--- src/hw/rtl/frmc_pkg.sv ---
// ----------------------------------------------------------------------------
// Frame rate meter package
// Shared constants for the frame rate meter and its serial arithmetic unit.
// ----------------------------------------------------------------------------
package frmc_pkg;

	localparam logic [17:0] MAX_DELTA_US = 18'd250000;
	localparam logic [20:0] WINDOW_US    = 21'd1000000;
	localparam logic [25:0] MINUTE_US    = 26'd60000000;
	localparam logic [27:0] MASK28       = 28'hFFFFFFF;
	localparam logic [19:0] FRAMES_MAX   = 20'hFFFFF;

	localparam logic CMD_TICK = 1'b0;
	localparam logic CMD_LOAD = 1'b1;

	localparam logic [0:0] REG_TARGET = 1'b0;
	localparam logic [0:0] REG_PAUSE  = 1'b1;

	// Dividend width for the serial divider.
	localparam int DW = 50;

endpackage

--- src/hw/rtl/frame_rate_meter_with_game_clock.sv ---
// ----------------------------------------------------------------------------
// Frame rate meter with game clock
// Running tick items update elapsed time, frame count, a windowed frame rate, an
// average rate, a packed hour:minute clock and a sleep suggestion.
// ----------------------------------------------------------------------------
// Usage: the input channel (in_valid, in_stall) carries one item per frame:
// cmd, raw_dt_us and time_word. The output channel (out_valid, out_stall)
// returns one result item per input item. Configuration is written through
// the APB port: target_rate at address 0, pause_mode at address 4.
// One item is handled at a time. The result item of a set-time item, the
// first tick or a paused tick goes from idle straight to the output state.
// A running tick passes through the update, sleep and rate states, and through
// the average state when it closes a one-second window. The sleep division
// runs only when a sleep is suggested, the rate division only when the window
// closes, and the average division unless the average is still zero. All
// divisions go through one shared serial divider that retires one quotient
// bit per cycle. A new item is accepted after its result item has been taken.
// Reset clears all counters, the clock and the rates, and sets target_rate
// to 60. While the receiver stalls the result is held in the output register
// and no new item is accepted.
// ----------------------------------------------------------------------------
module frame_rate_meter_with_game_clock (
	input  logic        clk,
	input  logic        arst_n,
	input  logic        psel,
	input  logic        penable,
	input  logic        pwrite,
	input  logic [2:0]  paddr,
	input  logic [31:0] pwdata,
	output logic [31:0] prdata,
	output logic        pready,
	input  logic        in_valid,
	output logic        in_stall,
	input  logic        cmd,
	input  logic [23:0] raw_dt_us,
	input  logic [31:0] time_word,
	output logic        out_valid,
	input  logic        out_stall,
	output logic [17:0] delta_us,
	output logic [47:0] elapsed_us,
	output logic [31:0] frames_total,
	output logic [27:0] rate_now,
	output logic [27:0] rate_avg,
	output logic        rate_updated,
	output logic [4:0]  clock_hour,
	output logic [5:0]  clock_minute,
	output logic [10:0] minute_of_day,
	output logic [19:0] sleep_us,
	output logic [31:0] clock_word
);

	localparam logic [2:0] ST_IDLE  = 3'd0;
	localparam logic [2:0] ST_UPD   = 3'd1;
	localparam logic [2:0] ST_SLEEP = 3'd2;
	localparam logic [2:0] ST_RATE  = 3'd3;
	localparam logic [2:0] ST_AVG   = 3'd4;
	localparam logic [2:0] ST_OUT   = 3'd5;
	localparam logic [2:0] ST_WAIT  = 3'd6;

	logic [2:0]  state_q;
	logic [9:0]  target_q;
	logic        pause_q;
	logic        first_q;
	logic [47:0] elapsed_q;
	logic [31:0] frames_q;
	logic [20:0] win_time_q;
	logic [19:0] win_frames_q;
	logic [27:0] rate_last_q;
	logic [27:0] rate_smooth_q;
	logic [25:0] min_frac_q;
	logic [31:0] clock_q;
	logic [23:0] raw_q;
	logic [17:0] delta_q;
	logic        upd_q;
	logic [19:0] sleep_q;
	logic        wait_div_q;

	logic                    div_start;
	logic [frmc_pkg::DW-1:0] div_dividend;
	logic [31:0]             div_divisor;
	logic                    div_done;
	logic [frmc_pkg::DW-1:0] div_quot;

	logic        accept;
	logic [34:0] load;
	logic [20:0] win_sum;
	logic [26:0] frac_sum;
	logic [5:0]  mn;
	logic [5:0]  mn1;
	logic [4:0]  hr1;
	logic [31:0] avg9;
	logic [19:0] wf_inc;

	assign pready   = 1'b1;
	assign in_stall = (state_q != ST_IDLE);
	assign accept   = in_valid && !in_stall;
	assign prdata   = (paddr[2] == frmc_pkg::REG_PAUSE) ? {31'd0, pause_q} : {22'd0, target_q};

	assign load     = 35'(raw_q) * 35'(target_q);
	assign win_sum  = win_time_q + 21'(delta_q);
	assign frac_sum = 27'(min_frac_q) + 27'(delta_q);
	assign wf_inc   = (win_frames_q < frmc_pkg::FRAMES_MAX) ? win_frames_q + 20'd1 : win_frames_q;
	assign mn       = clock_q[5:0];
	assign avg9     = {rate_smooth_q, 3'd0} + 32'(rate_smooth_q) + 32'(rate_last_q);

	always_comb begin
		mn1 = mn + 6'd1;
		hr1 = clock_q[10:6];
		if (mn >= 6'd59) begin
			mn1 = 6'd0;
			hr1 = hr1 + 5'd1;
			if (hr1 >= 5'd24) begin
				hr1 = 5'd0;
			end
		end
	end

	frmc_div u_div (
		.clk      (clk),
		.arst_n   (arst_n),
		.start    (div_start),
		.dividend (div_dividend),
		.divisor  (div_divisor),
		.done     (div_done),
		.quotient (div_quot)
	);

	always_comb begin
		div_start    = 1'b0;
		div_dividend = '0;
		div_divisor  = '0;
		case (state_q)
			ST_SLEEP: begin
				div_start    = !wait_div_q;
				div_dividend = frmc_pkg::DW'(35'd1000000 - load);
				div_divisor  = 32'(target_q);
			end
			ST_RATE: begin
				div_start    = !wait_div_q;
				div_dividend = frmc_pkg::DW'({win_frames_q, 8'd0}) * frmc_pkg::DW'(1000000);
				div_divisor  = 32'(win_time_q);
			end
			ST_AVG: begin
				div_start    = !wait_div_q;
				div_dividend = frmc_pkg::DW'(avg9);
				div_divisor  = 32'd10;
			end
			default: begin
			end
		endcase
	end

	always_ff @(posedge clk or negedge arst_n) begin
		if (!arst_n) begin
			state_q       <= ST_IDLE;
			target_q      <= 10'd60;
			pause_q       <= 1'b0;
			first_q       <= 1'b1;
			elapsed_q     <= '0;
			frames_q      <= '0;
			win_time_q    <= '0;
			win_frames_q  <= '0;
			rate_last_q   <= '0;
			rate_smooth_q <= '0;
			min_frac_q    <= '0;
			clock_q       <= '0;
			out_valid     <= 1'b0;
			wait_div_q    <= 1'b0;
		end else begin
			if (psel && penable && pwrite) begin
				if (paddr[2] == frmc_pkg::REG_TARGET) begin
					target_q <= pwdata[9:0];
				end else begin
					pause_q <= pwdata[0];
				end
			end
			case (state_q)
				ST_IDLE: begin
					if (accept) begin
						raw_q   <= raw_dt_us;
						delta_q <= '0;
						upd_q   <= 1'b0;
						sleep_q <= '0;
						if (cmd == frmc_pkg::CMD_LOAD) begin
							clock_q    <= time_word;
							min_frac_q <= '0;
							state_q    <= ST_OUT;
						end else if (first_q) begin
							first_q <= 1'b0;
							state_q <= ST_OUT;
						end else if (pause_q) begin
							state_q <= ST_OUT;
						end else begin
							delta_q <= (raw_dt_us > 24'(frmc_pkg::MAX_DELTA_US))
								? frmc_pkg::MAX_DELTA_US : raw_dt_us[17:0];
							state_q <= ST_UPD;
						end
					end
				end
				ST_UPD: begin
					elapsed_q    <= elapsed_q + 48'(delta_q);
					frames_q     <= frames_q + 32'd1;
					win_time_q   <= win_sum;
					win_frames_q <= wf_inc;
					if (frac_sum >= 27'(frmc_pkg::MINUTE_US)) begin
						min_frac_q <= 26'(frac_sum - 27'(frmc_pkg::MINUTE_US));
						clock_q    <= {clock_q[31:11], hr1, mn1};
					end else begin
						min_frac_q <= frac_sum[25:0];
					end
					state_q <= ST_SLEEP;
				end
				ST_SLEEP: begin
					if (target_q == 10'd0 || load >= 35'd1000000 ||
					    (35'd1000000 - load) <= 35'(target_q) * 35'd1000) begin
						state_q <= ST_RATE;
					end else if (!wait_div_q) begin
						wait_div_q <= 1'b1;
					end else if (div_done) begin
						wait_div_q <= 1'b0;
						sleep_q    <= div_quot[19:0];
						state_q    <= ST_RATE;
					end
				end
				ST_RATE: begin
					if (win_time_q < frmc_pkg::WINDOW_US) begin
						state_q <= ST_OUT;
					end else if (!wait_div_q) begin
						wait_div_q <= 1'b1;
					end else if (div_done) begin
						wait_div_q  <= 1'b0;
						rate_last_q <= (div_quot > frmc_pkg::DW'(frmc_pkg::MASK28))
							? frmc_pkg::MASK28 : div_quot[27:0];
						upd_q       <= 1'b1;
						state_q     <= ST_AVG;
					end
				end
				ST_AVG: begin
					if (rate_smooth_q == 28'd0) begin
						rate_smooth_q <= rate_last_q;
						win_time_q    <= '0;
						win_frames_q  <= '0;
						state_q       <= ST_OUT;
					end else if (!wait_div_q) begin
						wait_div_q <= 1'b1;
					end else if (div_done) begin
						wait_div_q    <= 1'b0;
						rate_smooth_q <= div_quot[27:0];
						win_time_q    <= '0;
						win_frames_q  <= '0;
						state_q       <= ST_OUT;
					end
				end
				ST_OUT: begin
					delta_us      <= delta_q;
					elapsed_us    <= elapsed_q;
					frames_total  <= frames_q;
					rate_now      <= rate_last_q;
					rate_avg      <= rate_smooth_q;
					rate_updated  <= upd_q;
					clock_hour    <= clock_q[10:6];
					clock_minute  <= clock_q[5:0];
					minute_of_day <= 11'(clock_q[10:6] * 11'd60) + 11'(clock_q[5:0]);
					sleep_us      <= sleep_q;
					clock_word    <= clock_q;
					out_valid     <= 1'b1;
					state_q       <= ST_WAIT;
				end
				ST_WAIT: begin
					if (!out_stall) begin
						out_valid <= 1'b0;
						state_q   <= ST_IDLE;
					end
				end
				default: begin
					state_q <= ST_IDLE;
				end
			endcase
		end
	end

endmodule

--- src/hw/rtl/frmc_div.sv ---
// ----------------------------------------------------------------------------
// Serial divider
// Restoring division, one quotient bit per cycle, for 50-bit dividends and
// 32-bit divisors.
// ----------------------------------------------------------------------------
module frmc_div (
	input  logic                     clk,
	input  logic                     arst_n,
	input  logic                     start,
	input  logic [frmc_pkg::DW-1:0]  dividend,
	input  logic [31:0]              divisor,
	output logic                     done,
	output logic [frmc_pkg::DW-1:0]  quotient
);

	logic [frmc_pkg::DW-1:0] q_q;
	logic [32:0]             rem_q;
	logic [31:0]             dvs_q;
	logic [5:0]              cnt_q;
	logic                    busy_q;
	logic [32:0]             trial;
	logic [33:0]             diff;

	assign trial = {rem_q[31:0], q_q[frmc_pkg::DW-1]};
	assign diff  = {1'b0, trial} - {2'b00, dvs_q};

	always_ff @(posedge clk or negedge arst_n) begin
		if (!arst_n) begin
			busy_q <= 1'b0;
			done   <= 1'b0;
			cnt_q  <= '0;
		end else begin
			done <= 1'b0;
			if (start) begin
				busy_q <= 1'b1;
				cnt_q  <= 6'(frmc_pkg::DW);
			end else if (busy_q) begin
				cnt_q <= cnt_q - 6'd1;
				if (cnt_q == 6'd1) begin
					busy_q <= 1'b0;
					done   <= 1'b1;
				end
			end
		end
	end

	always_ff @(posedge clk) begin
		if (start) begin
			q_q   <= dividend;
			rem_q <= '0;
			dvs_q <= divisor;
		end else if (busy_q) begin
			if (!diff[33]) begin
				rem_q <= diff[32:0];
				q_q   <= {q_q[frmc_pkg::DW-2:0], 1'b1};
			end else begin
				rem_q <= trial;
				q_q   <= {q_q[frmc_pkg::DW-2:0], 1'b0};
			end
		end
	end

	assign quotient = q_q;

endmodule

--- config.mk ---
export PLATFORM = sky130hd
export DESIGN_NAME = frame_rate_meter_with_game_clock
export DESIGN_NICKNAME = d
export VERILOG_FILES = /design/src/hw/rtl/frmc_pkg.sv /design/src/hw/rtl/frame_rate_meter_with_game_clock.sv /design/src/hw/rtl/frmc_div.sv
export SDC_FILE = /design/constraint.sdc
export NUM_CORES = 2
export LEC_CHECK = 0
export BUFFER_PORTS_ARGS = -buffer_cell sky130_fd_sc_hd__buf_2
export CAP_MARGIN = 0
export CORE_MARGIN = 2
export CORE_UTILIZATION = 35
export DETAILED_ROUTE_END_ITERATION = 10
export GPL_TIMING_DRIVEN = 0
export PLACE_DENSITY = 0.63
export SLEW_MARGIN = 20
export SYNTH_ARGS = -nofsm -noshare
export SYNTH_HDL_FRONTEND = slang
export SYNTH_SLANG_ARGS = --single-unit
export TNS_END_PERCENT = 10
--- constraint.sdc ---
create_clock -name clk -period 23.5 [get_ports clk]
set_input_delay 1.175 -clock clk [delete_from_list [all_inputs] [get_ports clk]]
set_output_delay 1.175 -clock clk [all_outputs]
set_load 0.02 [all_outputs]
# [Word-level counts from Yosys, hierarchy flattened]
# Index checks and enable logic that the tools add are counted.
[word_totals] elab_cells=211 input_bits=99 out_inout_bits=264 register_bits=666
[classes] eq_ne=26 n_reduce_logical=41 muxes=74 n_lt_le_gt_ge=9 add_sub_neg=15 n_bitwise=4 n_mul=4
[op_table] op="two-way mux 20 bit" count=8
[op_table] op="case mux 50 bit (3 select lines)" count=1
[op_table] op="two-way mux 28 bit" count=4
[op_table] op="two-way mux 50 bit" count=2
[op_table] op="two-way mux 32 bit" count=3
[op_table] op="case mux 20 bit (2 select lines)" count=2
[op_table] op="two-way mux 26 bit" count=3
[op_table] op="subtractor 20 x 34 -> 35 bit (first input constant)" count=2
[op_table] op="case mux 32 bit (2 select lines)" count=1
[op_table] op="two-way mux 21 bit" count=3
[op_table] op="case mux 21 bit (3 select lines)" count=1
[op_table] op="case mux 26 bit (2 select lines)" count=1
[op_table] op="> comparator 50 x 28 -> 1 bit (second input constant)" count=1
[op_table] op="adder 48 x 18 -> 48 bit" count=1
[op_table] op="two-way mux 3 bit" count=14
[op_table] op="case mux 21 bit (2 select lines)" count=1
[op_table] op="less-or-equal comparator 35 x 20 -> 1 bit" count=1
[op_table] op="greater-or-equal comparator 34 x 20 -> 1 bit (second input constant)" count=1
[op_table] op="multiplier 20 x 14 -> 34 bit (second input constant)" count=1
[op_table] op="multiplier 24 x 10 -> 34 bit" count=1
[op_table] op="subtractor 33 x 32 -> 34 bit" count=1
[op_table] op="adder 31 x 28 -> 32 bit" count=1
[op_table] op="adder 32 x 1 -> 32 bit (second input constant)" count=1
[op_table] op="adder 32 x 28 -> 32 bit" count=1
[op_table] op="50 further kinds" count=117

# [Longest topological paths before layout]
[logic_depth] word_depth=6 depth_mapped=34 mapped_depth_nobuf=32

# [Cells and area by module]
# From an unflattened synthesis, not the netlist that was laid out.
[hier_totals] hier_cells=4572 area_unflattened_um2=47695.7
[modules_own_cells] mod="frame_rate_meter_with_game_clock" area_per_inst_um2=41192.0 seq_area_each_um2=14690.3 instances=1 cells_per_inst=4003
[modules_own_cells] mod="frmc_div" area_per_inst_um2=6503.7 seq_area_each_um2=3303.2 instances=1 cells_per_inst=569

# [Worst setup path after synthesis]
# No wires, ideal clock.
[synth_path] path_type="input to register" start="in arst_n" end="reg clock_hour[0], enable pin" path_buffers=0 t_required_ps=22704 arrival_ps=10185 slack_ps=12519 setup_time_ps=796 path_stages=2 path_cell_list="nand2_1 > nor2_1"
[synth_between] elab_chain_cells=1
[synth_lines] element="from (decl)" line="frame_rate_meter_with_game_clock.sv:24" rtl="input logic arst_n,"
[synth_lines] element="AND reduction 2 bit (no line)"
[synth_lines] element="to (signal assigned)" line="frame_rate_meter_with_game_clock.sv:261" rtl="clock_hour <= clock_q[10:6];"
[synth_lines] element="to (decl)" line="frame_rate_meter_with_game_clock.sv:45" rtl="output logic [4:0] clock_hour,"
# Every way passes these cells.
# A chain may end at the register's enable or synchronous reset.

# [Final worst setup path]
[layout_path] start="reg target_q[2]" end="reg sleep_q[3], enable pin"
[layout_between] elab_chain_cells=6 elab_cells_between_ends=10 classes_between="add/sub (1); mul (2); order compare (2); eq/ne (1); reduce/logical (4)"
[layout_lines] element="from (decl)" line="frame_rate_meter_with_game_clock.sv:61" rtl="logic [9:0] target_q;"
[layout_lines] element="from (signal assigned)" line="frame_rate_meter_with_game_clock.sv:172" rtl="target_q <= pwdata[9:0];"
[layout_lines] element="multiplier 24 x 10 -> 34 bit" line="frame_rate_meter_with_game_clock.sv:99" rtl="assign load = 35'(raw_q) * 35'(target_q);"
[layout_lines] element="subtractor 20 x 34 -> 35 bit or greater-or-equal comparator 34 x 20 -> 1 bit (tied branches)" line="frame_rate_meter_with_game_clock.sv:215, frame_rate_meter_with_game_clock.sv:214"
[layout_lines] element="less-or-equal comparator 35 x 20 -> 1 bit or logical OR 1 bit (tied branches)" line="frame_rate_meter_with_game_clock.sv:215, frame_rate_meter_with_game_clock.sv:214"
[layout_lines] element="logical OR 1 bit (*)" line="frame_rate_meter_with_game_clock.sv:214" rtl="if (target_q == 10'd0 || load >= 35'd1000000 ||"
[layout_lines] element="inequality test 2 bit (no line) (*)"
[layout_lines] element="AND reduction 6 bit (no line) (*)"
[layout_lines] element="to (signal assigned)" line="frame_rate_meter_with_game_clock.sv:221" rtl="sleep_q <= div_quot[19:0];"
[layout_lines] element="to (decl)" line="frame_rate_meter_with_game_clock.sv:75" rtl="logic [19:0] sleep_q;"
# Mark *: on every way between the ends. The rest lies on a longest branch, timed or not.

==> key figures <==
Setup path
  – Reg2Reg Setup Slack: 13.23 ns
  – Crit. End Element: flop
  – R2r endpoint: sleep_q[3]
  – Crit path max-delay cell type: dfstp_2
  – CP Max Fanout: 20
  – Critical path arrival: 10.57 ns
  – Worst R2R Start: target_q[2]
  – Depth of the most critical reg-to-reg path: 33
  – CP required: 23.81 ns
  – Worst setup SP type: flop
  – Max stage delay on crit path: 0.71 ns
  – Setup Crit Path Kind: reg -> reg

Cells and area
  – Layout cell share with drive strength beyond 1: 11.1%
  – Filler cell count: 12800
  – Nets@finish: 5750
  – Area added between synthesis and finish: 14.4%

STA
  – Final hold vios: 0
  – Final count of pins violating max slew: 0
  – Slew margin rel.: 27.1%
  – Clock skew: 0.0367 ns
  – TNS Setup: 0 ns
  – Achievable Freq: 97.4 MHz
  – Least-Margin Pin Slew: 1.09 ns
  – Endpoints failing setup: 0
  – Tcrit/Tclk final: 43.7%
  – Min Tclk post-route: 10.27 ns
  – RSZ-0062 raised after global routing: no

Synth
  – Synth Register Bits: 642
  – Post-synth top cells: nand2_1 (425), inv_1 (398), ha_1 (397), edfxtp_1 (350), fa_1 (317)
  – Synth async-reset ratio: 40.5%
  – Synth Instances: 4511
  – Synth Flop Type: edfxtp_1
  – Number of synthesized flops with an enable pin: 350
  – Post-synth top area share: 22.6%
  – Synth top area cells: edfxtp_1 (23%), dfrtp_1 (14%), fa_1 (14%)
  – Synth area leader: edfxtp_1
  – Ys Warns: 0
  – Most frequent cell after synthesis: nand2_1
  – Cell Area, Synth: 46500 um2
  – Sequential share of the synthesized area: 38.0%
  – Cell variety after synth: 96
  – Mean post-synth cell area: 10.3 um2

GRT
  – Vias in the first global route: 34200
  – First-pass GRT wire length: 202000 um
  – Tot GR Track Use: 19.0%
  – Grt ovf: 0
  – Initial antenna violation count: 6
  – Largest net degree at the start of global routing: 85

Place
  – Buffers on Ports: 315
  – GPL Wtd Cong: 0.949
  – DP HPWL: 102000 um

Die
  – Core box area: 132000 um2
  – Row count: 133
  – Total I/O pin count: 363
  – Die height: 368 um
  – Initial Util: 35.3%
  – Die ar.: 136000 um2
  – Die Width: 368 um

Worst hold path
  – Hold wc startpoint: sleep_q[7]
  – Worst Hold Class: reg -> reg
  – Hold path endpoint: sleep_us[7]
  – WHS Path Cells: 0

Detailed routing
  – Vias per cell: 5.16
  – DR DRC count: 0
  – DRT Pass-1 Iters: 6
  – Via count: 34900
  – Post-Route WL: 130000 um
  – Routed wire per std cell: 19.2 um
  – 1st-iter DRT viols: 2829
  – Final ANT Viol Nets: 0

Clock network
  – Post-CTS Hold Buffers: 0
  – Clock transition at the registers of the reported paths: 0.06 ns
  – Max Root-Sink Buffers: 3
  – Post-CTS setup repair buffer count: 0
  – Num CTS Buffers: 72
  – Root Driver: clkbuf_16
  – Clock sinks: 642
  – Clock Latency Late Sink: 0.68 ns
  – H-tree Lvls: 3
  – CTS tree: done
  – PostCTS Resize Cnt: 0

Job
  – Max Cap Viol: 0

Run status
  – Run status: finished, final reports clean
## registers in the layout, summed over array words and instances (netlist names), 6 cells and up
name / count
u_div.quotient: 50
elapsed_q: 48
elapsed_us: 48
clock_q: 32
frames_q: 32
frames_total: 32
u_div.rem_q: 32
rate_avg: 28
rate_last_q: 28
rate_now: 28
rate_smooth_q: 28
min_frac_q: 26
raw_q: 24
clock_word: 23
u_div.dvs_q: 21
win_time_q: 21
sleep_q: 20
sleep_us: 20
win_frames_q: 20
delta_q: 18
delta_us: 18
target_q: 10
minute_of_day: 9
u_div.cnt_q: 6
## metal layers
layer	GRT usage [%]	up-vias	share of wire, %
met5	0	-	0.019
met4	4.87	4	2.5
met3	3.39	181	6.3
met2	29.8	985	45
met1	26.9	17300	46
li1	-	16400	-
## cell type report
| type | count | area [um2] | area share [%] |
|---|---|---|---|
| Multi-Input combinational cell | 3279 | 26500 | 49.8 |
| Sequential cell | 642 | 17700 | 33.2 |
| Tap cell | 1755 | 2200 | 4.13 |
| Clock buffer | 100 | 1990 | 3.74 |
| Timing Repair Buffer | 331 | 1930 | 3.62 |
| Inverter | 399 | 1500 | 2.81 |
| Buffer | 212 | 940 | 1.77 |
| Clock inverter | 34 | 489 | 0.919 |
| Antenna cell | 1 | 2.50 | 0.00470 |
## through the flow
stage / area, um2 / std cells / worst slack, ns / util, % / hold WS, ns
3_5_place_dp: 50700 / 6618 / 13.05 / 38.5 / 0.405
3_3_place_gp: 50400 / 6602 / 2.59 / 38.3 / 0.406
4_1_cts: 53200 / 6752 / 13.02 / 40.4 / 0.412
5_1_grt: 53200 / 6753 / 12.69 / 40.4 / 0.425
2_1_floorplan: 46600 / 4532 / 12.52 / - / 0.400
6_report: 53200 / 6753 / 13.23 / 40.4 / 0.420
## layout by cell type, fill, tap and decap left out, types with 115 or more instances in the layout
cell / instances
a21oi_1: 219
and2_1: 170
buf_2: 320
clkbuf_1: 169
dfrtp_1: 255
edfxtp_1: 350
fa_1: 317
ha_1: 397
inv_1: 398
nand2_1: 425
nand3_1: 131
nor2_1: 294
o21ai_0: 225
xnor2_1: 162
xor2_1: 115
## worst max-delay path by stage
stage | start | end | cells past startpoint
CTS | target_q[2] | sleep_q[17] | 33
detailed placement | target_q[2] | sleep_q[1] | 33
floorplan | arst_n | clock_hour[0] | 2
global route | target_q[3] | sleep_q[18] | 33
finish | target_q[2] | sleep_q[3] | 33
global placement | arst_n | frames_total[31] | 3
## critical path, delay by kind of cell (launching register included)
family	cells	cell delay [ns]
adders and majority gates	7	3.04
buffers and inverters	7	1.25
and+or+nand+nor	7	2.12
AOI/OAI and AO/OA	11	2.19
xor gates and xnor gates	1	0.57
DFF	1	0.71
## logic make-up after synthesis
logic type / after synthesis / share of synthesized area, %
other cells: 2 / 0.0162
simple gates: 1347 / 14.0
mux: 78 / 1.73
flops: 642 / 38.0
compound gates: 840 / 11.5
xor+xnor: 277 / 5.22
buf+inv: 611 / 5.24
fa+ha+maj: 714 / 24.3
Power is not shown: default switching activity piles up to over one toggle a cycle in this logic, so the estimate is an artifact.
